--- src/rtl/rtt_pkg.sv ---
// Shared types and constants of the retransmission timeout table.
package rtt_pkg;

  localparam logic [1:0] OP_ENQUEUE = 2'd0;
  localparam logic [1:0] OP_TICK    = 2'd1;
  localparam logic [1:0] OP_ACK     = 2'd2;

  localparam logic [2:0] KIND_ENQUEUED   = 3'd0;
  localparam logic [2:0] KIND_REFUSED    = 3'd1;
  localparam logic [2:0] KIND_RESEND     = 3'd2;
  localparam logic [2:0] KIND_TICK_DONE  = 3'd3;
  localparam logic [2:0] KIND_ACK_HIT    = 3'd4;
  localparam logic [2:0] KIND_ACK_MISS   = 3'd5;

  localparam logic [15:0] TIMER_SAT = 16'hFFFF;

  typedef struct packed {
    logic [1:0]  operation;
    logic [15:0] message_handle;
    logic [7:0]  timeout_factor;
    logic [15:0] elapsed_ms;
    logic [15:0] round_trip_ms;
    logic [15:0] acked_sequence;
  } in_word_t;

  typedef struct packed {
    logic [2:0]  kind;
    logic [15:0] resend_handle;
    logic [15:0] resend_sequence;
    logic [5:0]  pending_count;
    logic        last;
  } out_word_t;

endpackage

--- src/rtl/retransmit_timer_table_unit.sv ---
// Top level of the retransmission timeout table.
//
//   channel | handshake        | word
//   input   | push_i / full_o  | in_word_i  (rtt_pkg::in_word_t)
//   result  | pop_i / empty_o  | out_word_o (rtt_pkg::out_word_t)
//
// An enqueue or an unknown operation passes the input register and then the
// result register before its word shows; an ack searches one entry per cycle.
// A tick takes one step per held entry, removals included, and one for the
// tick-done word, and each step waits while a word waits for pop_i; the next
// word is taken in the cycle after the last one leaves. Reset clears the state,
// the entry count, the sequence counter and the valid flags, not the table.
module retransmit_timer_table_unit #(
  parameter int ENTRIES = 32
) (
  input  logic                clk_i,
  input  logic                rst_ni,
  input  logic                push_i,
  output logic                full_o,
  input  rtt_pkg::in_word_t   in_word_i,
  output logic                empty_o,
  input  logic                pop_i,
  output rtt_pkg::out_word_t  out_word_o
);

  logic              cmd_valid, cmd_take, res_valid;
  rtt_pkg::in_word_t cmd;

  rtt_front u_front (
    .clk_i       (clk_i),
    .rst_ni      (rst_ni),
    .push_i      (push_i),
    .full_o      (full_o),
    .in_word_i   (in_word_i),
    .cmd_valid_o (cmd_valid),
    .cmd_take_i  (cmd_take),
    .cmd_o       (cmd)
  );

  rtt_engine #(.ENTRIES(ENTRIES)) u_engine (
    .clk_i       (clk_i),
    .rst_ni      (rst_ni),
    .cmd_valid_i (cmd_valid),
    .cmd_take_o  (cmd_take),
    .cmd_i       (cmd),
    .res_valid_o (res_valid),
    .res_take_i  (pop_i),
    .res_o       (out_word_o)
  );

  assign empty_o = !res_valid;

endmodule

--- src/rtl/rtt_front.sv ---
// Input stage: registers one word and presents it to the table engine.
module rtt_front (
  input  logic              clk_i,
  input  logic              rst_ni,
  input  logic              push_i,
  output logic              full_o,
  input  rtt_pkg::in_word_t in_word_i,
  output logic              cmd_valid_o,
  input  logic              cmd_take_i,
  output rtt_pkg::in_word_t cmd_o
);

  logic              valid_q, valid_d;
  rtt_pkg::in_word_t word_q, word_d;

  assign full_o      = valid_q;
  assign cmd_valid_o = valid_q;
  assign cmd_o       = word_q;

  always_comb begin
    valid_d = valid_q;
    word_d  = word_q;
    if (cmd_take_i) begin
      valid_d = 1'b0;
    end
    if (push_i && !valid_q) begin
      valid_d = 1'b1;
      word_d  = in_word_i;
    end
  end

  always_ff @(posedge clk_i or negedge rst_ni) begin
    if (!rst_ni) begin
      valid_q <= 1'b0;
    end else begin
      valid_q <= valid_d;
    end
  end

  always_ff @(posedge clk_i) begin
    word_q <= word_d;
  end

endmodule

--- src/rtl/rtt_engine.sv ---
// Table engine: holds the entries and walks them one per cycle, where a tick step waits while the result slot is full.
module rtt_engine #(
  parameter int ENTRIES = 32
) (
  input  logic               clk_i,
  input  logic               rst_ni,
  input  logic               cmd_valid_i,
  output logic               cmd_take_o,
  input  rtt_pkg::in_word_t  cmd_i,
  output logic               res_valid_o,
  input  logic               res_take_i,
  output rtt_pkg::out_word_t res_o
);

  localparam int IW = (ENTRIES > 1) ? $clog2(ENTRIES) : 1;

  localparam logic [1:0] ST_IDLE = 2'd0;
  localparam logic [1:0] ST_TICK = 2'd1;
  localparam logic [1:0] ST_ACK  = 2'd2;

  logic [15:0] handle_q [ENTRIES];
  logic [15:0] elapsed_q [ENTRIES];
  logic [7:0]  factor_q [ENTRIES];
  logic [15:0] seq_q [ENTRIES];
  logic        acked_q [ENTRIES];
  logic        sent_q [ENTRIES];

  logic [1:0]  state_q, state_d;
  logic [5:0]  count_q, count_d;
  logic [15:0] nseq_q, nseq_d;
  logic [5:0]  idx_q, idx_d;
  logic        res_valid_q, res_valid_d;
  rtt_pkg::out_word_t res_q, res_d;
  rtt_pkg::in_word_t  cmd_q, cmd_d;

  logic [IW-1:0] idx;
  logic [IW-1:0] tail;
  logic [19:0]   lhs;
  logic [23:0]   rhs;
  logic [16:0]   sum;
  logic          wr_ent, wr_move, wr_new, set_ack;

  assign idx  = idx_q[IW-1:0];
  assign tail = IW'(count_q - 6'd1);
  assign lhs  = {elapsed_q[idx], 4'd0};
  assign rhs  = cmd_q.round_trip_ms * factor_q[idx];

  assign cmd_take_o  = cmd_valid_i && (state_q == ST_IDLE) && !res_valid_q;
  assign res_valid_o = res_valid_q;
  assign res_o       = res_q;

  always_comb begin
    state_d     = state_q;
    count_d     = count_q;
    nseq_d      = nseq_q;
    idx_d       = idx_q;
    cmd_d       = cmd_q;
    res_d       = res_q;
    res_valid_d = res_valid_q && !res_take_i;
    wr_ent      = 1'b0;
    wr_move     = 1'b0;
    wr_new      = 1'b0;
    set_ack     = 1'b0;
    sum         = '0;
    case (state_q)
      ST_IDLE: begin
        if (cmd_take_o) begin
          cmd_d = cmd_i;
          idx_d = '0;
          res_d = '0;
          res_d.last = 1'b1;
          res_d.pending_count = count_q;
          if (cmd_i.operation == rtt_pkg::OP_ENQUEUE) begin
            res_valid_d = 1'b1;
            if (32'(count_q) >= ENTRIES) begin
              res_d.kind = rtt_pkg::KIND_REFUSED;
            end else begin
              wr_new = 1'b1;
              count_d = count_q + 6'd1;
              res_d.kind = rtt_pkg::KIND_ENQUEUED;
              res_d.pending_count = count_q + 6'd1;
            end
          end else if (cmd_i.operation == rtt_pkg::OP_ACK) begin
            state_d = ST_ACK;
          end else if (cmd_i.operation == rtt_pkg::OP_TICK && cmd_i.round_trip_ms != '0) begin
            state_d = ST_TICK;
          end else begin
            res_valid_d = 1'b1;
            res_d.kind = rtt_pkg::KIND_TICK_DONE;
          end
        end
      end
      ST_ACK: begin
        if (idx_q >= count_q) begin
          res_valid_d = 1'b1;
          res_d.kind = rtt_pkg::KIND_ACK_MISS;
          state_d = ST_IDLE;
        end else if (sent_q[idx] && seq_q[idx] == cmd_q.acked_sequence) begin
          set_ack = 1'b1;
          res_valid_d = 1'b1;
          res_d.kind = rtt_pkg::KIND_ACK_HIT;
          state_d = ST_IDLE;
        end else begin
          idx_d = idx_q + 6'd1;
        end
      end
      ST_TICK: begin
        // Each step waits until the result slot is free, since it may emit.
        if (!res_valid_q || res_take_i) begin
          res_d = '0;
          res_d.pending_count = count_q;
          if (idx_q >= count_q) begin
            res_valid_d = 1'b1;
            res_d.kind = rtt_pkg::KIND_TICK_DONE;
            res_d.last = 1'b1;
            state_d = ST_IDLE;
          end else if (24'(lhs) > rhs) begin
            wr_ent = 1'b1;
            sum = {1'b0, cmd_q.elapsed_ms};
            nseq_d = nseq_q + 16'd1;
            res_valid_d = 1'b1;
            res_d.kind = rtt_pkg::KIND_RESEND;
            res_d.resend_handle = handle_q[idx];
            res_d.resend_sequence = nseq_q;
            idx_d = idx_q + 6'd1;
          end else if (acked_q[idx]) begin
            wr_move = 1'b1;
            count_d = count_q - 6'd1;
          end else begin
            wr_ent = 1'b1;
            sum = {1'b0, elapsed_q[idx]} + {1'b0, cmd_q.elapsed_ms};
            idx_d = idx_q + 6'd1;
          end
        end
      end
      default: state_d = ST_IDLE;
    endcase
  end

  always_ff @(posedge clk_i) begin
    if (wr_new) begin
      handle_q[count_q[IW-1:0]]  <= cmd_i.message_handle;
      elapsed_q[count_q[IW-1:0]] <= rtt_pkg::TIMER_SAT;
      factor_q[count_q[IW-1:0]]  <= cmd_i.timeout_factor;
      seq_q[count_q[IW-1:0]]     <= '0;
      acked_q[count_q[IW-1:0]]   <= 1'b0;
      sent_q[count_q[IW-1:0]]    <= 1'b0;
    end
    if (set_ack) begin
      acked_q[idx] <= 1'b1;
    end
    if (wr_move) begin
      handle_q[idx]  <= handle_q[tail];
      elapsed_q[idx] <= elapsed_q[tail];
      factor_q[idx]  <= factor_q[tail];
      seq_q[idx]     <= seq_q[tail];
      acked_q[idx]   <= acked_q[tail];
      sent_q[idx]    <= sent_q[tail];
    end
    if (wr_ent) begin
      elapsed_q[idx] <= sum[16] ? rtt_pkg::TIMER_SAT : sum[15:0];
      if (res_d.kind == rtt_pkg::KIND_RESEND) begin
        seq_q[idx]   <= nseq_q;
        sent_q[idx]  <= 1'b1;
        acked_q[idx] <= 1'b0;
      end
    end
    cmd_q <= cmd_d;
    res_q <= res_d;
    idx_q <= idx_d;
  end

  always_ff @(posedge clk_i or negedge rst_ni) begin
    if (!rst_ni) begin
      state_q     <= ST_IDLE;
      count_q     <= '0;
      nseq_q      <= '0;
      res_valid_q <= 1'b0;
    end else begin
      state_q     <= state_d;
      count_q     <= count_d;
      nseq_q      <= nseq_d;
      res_valid_q <= res_valid_d;
    end
  end

endmodule

--- config.mk ---
export PLATFORM = sky130hd
export DESIGN_NAME = retransmit_timer_table_unit
export DESIGN_NICKNAME = d
export VERILOG_FILES = /design/src/rtl/rtt_pkg.sv /design/src/rtl/retransmit_timer_table_unit.sv /design/src/rtl/rtt_front.sv /design/src/rtl/rtt_engine.sv
export SDC_FILE = /design/constraint.sdc
export NUM_CORES = 2
export LEC_CHECK = 0
export BUFFER_PORTS_ARGS = -buffer_cell sky130_fd_sc_hd__buf_4
export CORE_ASPECT_RATIO = 0.9
export CORE_MARGIN = 1
export CORE_UTILIZATION = 55
export CTS_CLUSTER_SIZE = 25
export DETAILED_ROUTE_END_ITERATION = 10
export PLACE_DENSITY_LB_ADDON = 0.15
export SLEW_MARGIN = 20
export SYNTH_ARGS = -nofsm -noshare
export SYNTH_HDL_FRONTEND = slang
export SYNTH_SLANG_ARGS = --single-unit
--- constraint.sdc ---
create_clock -name clk_i -period 35.2 [get_ports clk_i]
set_input_delay 7.04 -clock clk_i [delete_from_list [all_inputs] [get_ports clk_i]]
set_output_delay 7.04 -clock clk_i [all_outputs]
set_load 0.02 [all_outputs]
# Yosys cells after proc, flatten, opt, wreduce, memory -nomap -nowiden
# Memory sizes are Yosys's and may differ from the RTL's. A register that Yosys moved wholly into a read port is not among the register bits.
# Cells that the tools add are included.
[totals]
regBits = 196
input_bits = 78
word_cells = 201
mem_bits_rw = 1856
mem_count = 6
[classes]
bitwise_logic = 6
reduce_logical = 28
n_lt_le_gt_ge = 3
n_mux = 114
addsub = 5
eq_ne = 18
n_mul = 1
[memory_table]
columns = ["memory", "words", "word_bits", "rd", "rd_clocked_by_memory_dff", "write_ports", "line", "text"]
rows = [
  ["u_engine.elapsed_q", 32, 16, 2, 1, 1, "rtt_engine.sv:22", "logic [15:0] elapsed_q [ENTRIES];"],
  ["u_engine.handle_q", 32, 16, 2, 1, 1, "rtt_engine.sv:21", "logic [15:0] handle_q [ENTRIES];"],
  ["u_engine.seq_q", 32, 16, 2, 1, 1, "rtt_engine.sv:24", "logic [15:0] seq_q [ENTRIES];"],
  ["u_engine.factor_q", 32, 8, 2, 1, 1, "rtt_engine.sv:23", "logic [7:0] factor_q [ENTRIES];"],
  ["u_engine.acked_q", 32, 1, 2, 1, 1, "rtt_engine.sv:25", "logic acked_q [ENTRIES];"],
  ["u_engine.sent_q", 32, 1, 2, 1, 1, "rtt_engine.sv:26", "logic sent_q [ENTRIES];"],
]
[op_table]
columns = ["op", "count"]
rows = [
  ["$mux W16", 6],
  ["$mux W17", 5],
  ["$mux W42", 2],
  ["$mux W6", 14],
  ["$pmux W39 S2", 1],
  ["$mux W5", 12],
  ["$mux W1", 52],
  ["$reduce_or A16 Y1", 3],
  ["$mux W34", 1],
  ["$mux W32", 1],
  ["$gt A20 B24 Y1", 1],
  ["$mul A16 B8 Y24", 1],
  ["$mux W2", 9],
  ["$pmux W6 S3", 1],
  ["$add A16 B16 Y17", 1],
  ["$add A16 B1 Y16 const B", 1],
  ["$eq A16 B16 Y1", 1],
  ["$reduce_bool A16 Y1", 1],
  ["$mux W3", 5],
  ["$add A6 B1 Y6 const B", 2],
  ["$ne A2 B2 Y1 const B", 6],
  ["$pmux W6 S2", 1],
  ["$reduce_and A6 Y1", 2],
  ["$pmux W3 S3", 1],
  ["27 further kinds", 45],
]

# Logic depth before layout (Yosys ltp)
[depth]
word_depth = 14
depth_mapped = 42
mapped_depth_nobuf = 33

# Cells and area by module
# From an unflattened synthesis, not the netlist that was laid out.
[unflattened]
cells_unflattened = 5117
hier_area_um2 = 99705.6
[by_module_without_submodules]
columns = ["module", "cells_each", "seq_area_each_um2", "instances", "area_per_inst_um2"]
rows = [
  ["rtt_engine", 5037, 59311.9, 1, 97432.2],
  ["rtt_front", 79, 2247.2, 1, 2269.7],
  ["retransmit_timer_table_unit", 1, 0.0, 1, 3.8],
]

# Worst setup path before layout
# Ideal clock, no wire load.
[synth_path]
kind = "register -> register"
from = "register with a tool-made name"
to = "memory u_engine.sent_q[0], enable pin"
t_arrival_ps = 11015
required_time_ps = 34802
setup_time_ps = 398
slack_ps = 23786
n_path_buf = 9
stages_incl_launch_ff = 41
path_cell_list = "dfxtp_1 -> buf_6 -> buf_6 -> buf_2 -> buf_2 -> buf_2 -> buf_1 -> mux4_2 -> mux4_2 -> mux2i_1 -> clkbuf_1 -> nand2b_1 -> fa_1 -> fa_1 -> inv_1 -> fa_1 -> inv_1 -> fa_1 -> (+5 left out) -> a31oi_1 -> and2_1 -> o21ai_0 -> nand2b_1 -> xnor2_1 -> ha_1 -> nand4_1 -> nor4_1 -> a2111oi_0 -> nor4_1 -> o211ai_1 -> nor3_1 -> nor2_1 -> a2111o_1 -> o21a_1 -> buf_6 -> buf_12 -> mux2i_1"
[synth_lines]
columns = ["item", "line"]
rows = [
  ["end: declaration", "rtt_engine.sv:26"],
]

==> metrics.cfg <==
[cells_and_area]
drive_gt1_frac = 0.360
syn2layout_area_growth_pct = 12.0
finalNetCount = 5499
fill_cells = 12374
antenna_cells = 0
fin_util = 0.623

[yosys]
ys.flop_type = edfxtp_1
synth_area_leaders = edfxtp_1 (61%), mux4_2 (25%), mux2i_1 (2.0%)
synth_cells = 5049
yosysTopAreaCellShare = 0.609
ys_warn_count = 0
synth_edf_count = 2023
synthArstFlopShare = 0.0126
yosys.area.top_type = edfxtp_1
syn_nets = 5303
syn_area_um2 = 99700
synth.distinct_cells = 75
syn-mean-instance-area_um2 = 19.8
ys_ff_latch = 2057
ys_seq_area_frac = 0.617

[route]
vias_per_cell = 7.15
remaining_drc_errors = 0
postRouteAntennaNets = 0
drt_wl_total_mm = 277
wl_per_cell_um = 35.5
vias = 55777
dr.pass1.iters = 8
dr.first_iter.drc_count = 7758

[clocking]
cts_hold_buffers = 0
post-cts-setup-buffer-count = 0
cts_buffers = 205
clock_sinks = 2057
clk_pin_slew_worst_paths_ns = 0.06
cts_buffer_depth = 3
clock_latency_ns = 0.87
ctsResizeCount = 0
cts_tree = built
htree_levels = 4
cts_root_buf = clkbuf_16

[global_routing]
grt_pass1_wl_mm = 398
grt_most_used_layer = met2
globalRouteOverflowTotal = 0
grt_max_degree = 106
antenna_found_initial = 2
gr-usage-met2 = 0.468
grt_use_met3 = 0.0774
grt_pass1_vias = 55070
gr-usage-met1 = 0.439
grt.total_usage = 0.306

[status]
status = complete, no violations

[timing]
fin_worst_skew_ns = 0.0749
fmaxAchievable_mhz = 72.8
slew_headroom = 0.206
finalHoldViolCount = 0
tns_ns = 0
rsz0062_at_grt = no
finalMaxSlewViolations = 0
max_slew.worst_pin.slew_ns = 1.17
fin_crit_sh = 0.390
period_minus_slack_ns = 13.73
setup_viol = 0

[worst_hold_path]
min_to = u_engine.cmd_q[3]
worst_hold_startpoint = u_front.cmd_o[3]
hp-class = reg -> reg
min_path_cells = 0

[placement]
hpwlAfterDp_mm = 166
place.gp.congestion = 0.885
port_buffers = 121

[die]
rows = 147
core_um2 = 179000
fp.dieW_um = 451
start_util = 0.557
die_area_um2 = 183000
io_pins = 122
die_y_um = 406

[worst_setup_path]
cp_slowest_cell = mux2i_4
cp_slowest_stage_delay_ns = 0.97
required_ns = 35.67
rr_worst_depth = 36
crit_type = reg -> reg
cp-end-kind = register
start_kind = register
cp_max_fo = 51
cp.arrival_ns = 14.21
crit_path_frequent_cell = buf_4
r2r_setup_slack_ns = 21.47
regToRegEndpoint = u_engine.seq_q[25][0]

[flow_run]
maxCapViolations = 0

## cell usage after synthesis, types with 53 or more instances
library cell,count
nand2_1,154
inv_1,146
nor2_1,148
o22ai_1,53
clkbuf_1,173
buf_1,93
o21ai_0,58
ha_1,91
mux4_2,1099
mux2i_1,203
fa_1,85
nor2b_1,107
edfxtp_1,2023
a21oi_1,62
## worst max-delay path: cells and delay by family (launching register included)
kind            cells  cell delay (ns)
compound gates      6             1.78
flops               1             0.69
simple gates       10             2.51
mux                 4             2.23
buf+inv             9             3.11
fa+ha+maj           6             2.66
xor+xnor            1             0.13
## how the worst max path moves through the flow
stage / startpoint / to / slack (ns)
after floorplan: register / u_engine.sent_q[0] / 23.79
after global routing: register / u_engine.seq_q[25][0] / 20.67
after global placement: register / u_engine.sent_q[5] / 21.62
after CTS: register / u_engine.sent_q[25] / 21.38
after detailed placement: register / u_engine.seq_q[25][0] / 21.42
final: register / u_engine.seq_q[25][0] / 21.47
## cells in the final DEF (no fill, tap or decap), drive strengths merged, types with 12 or more instances in the layout
cell	netlist	routed
a21o	24	24
a21oi	63	63
a22oi	18	18
and2	27	27
and3	16	16
buf	156	318
bufinv	0	23
clkbuf	173	239
clkinv	1	104
dfrtp	26	26
edfxtp	2023	2023
fa	85	85
ha	91	91
inv	146	154
mux2	44	44
mux2i	203	203
mux4	1112	1112
nand2	154	154
nand2b	33	33
nand3	27	27
nand4	12	12
nor2	148	148
nor2b	107	107
nor3	29	29
nor4	16	16
o21ai	62	62
o22ai	53	53
xnor2	51	51
xor2	19	19
## per-stage QoR
step	cell area (µm²)	instances	worst slack (ns)	hold slack, ns
global placement	105000	7421	21.62	0.406
finish	112000	7805	21.47	0.405
global route	112000	7805	20.67	0.422
CTS	112000	7804	21.38	0.419
floorplan	99700	5049	23.79	0.400
detailed placement	105000	7421	21.42	0.405
## flip-flops by register name (all words and copies together) (netlist names), named ones only
name,count
u_engine.sent_q,32
u_engine.nseq_q,16
u_engine.cmd_q,48
u_engine.res_o,42
u_front.cmd_valid_o,1
u_engine.factor_q,256
u_front.cmd_o,74
u_engine.idx_q,6
u_engine.state_q,2
u_engine.res_valid_o,1
u_engine.acked_q,32
u_engine.seq_q,512
u_engine.handle_q,512
u_engine.elapsed_q,512
u_engine.count_q,6
## layer usage
layer	vias to the layer above	share of wire
li1	21776	-
met5	-	0
met1	29815	0.38
met4	0	0.031
met3	453	0.12
met2	3733	0.47
## area by class of cell
cell class,count,area (µm²),area share
Sequential cell,2057,61600,0.552
Multi-Input combinational cell,2516,37200,0.333
Clock buffer,239,5310,0.0475
Tap cell,2384,2980,0.0267
Timing Repair Buffer,318,2470,0.0222
Clock inverter,144,1550,0.0139
Inverter,147,552,0.00494
## kinds of logic after synthesis
| family | count (synthesis) | share of synthesized area |
|---|---|---|
| and+or+nand+nor | 614 | 0.0312 |
| buffers and inverters | 476 | 0.0208 |
| DFF | 2057 | 0.617 |
| xor gates and xnor gates | 70 | 0.00615 |
| muxes | 1359 | 0.277 |
| AOI/OAI and AO/OA | 297 | 0.0192 |
| adders and majority gates | 176 | 0.0285 |
Power is not shown: default switching activity piles up to over one toggle a cycle in this logic, so the estimate is an artifact.
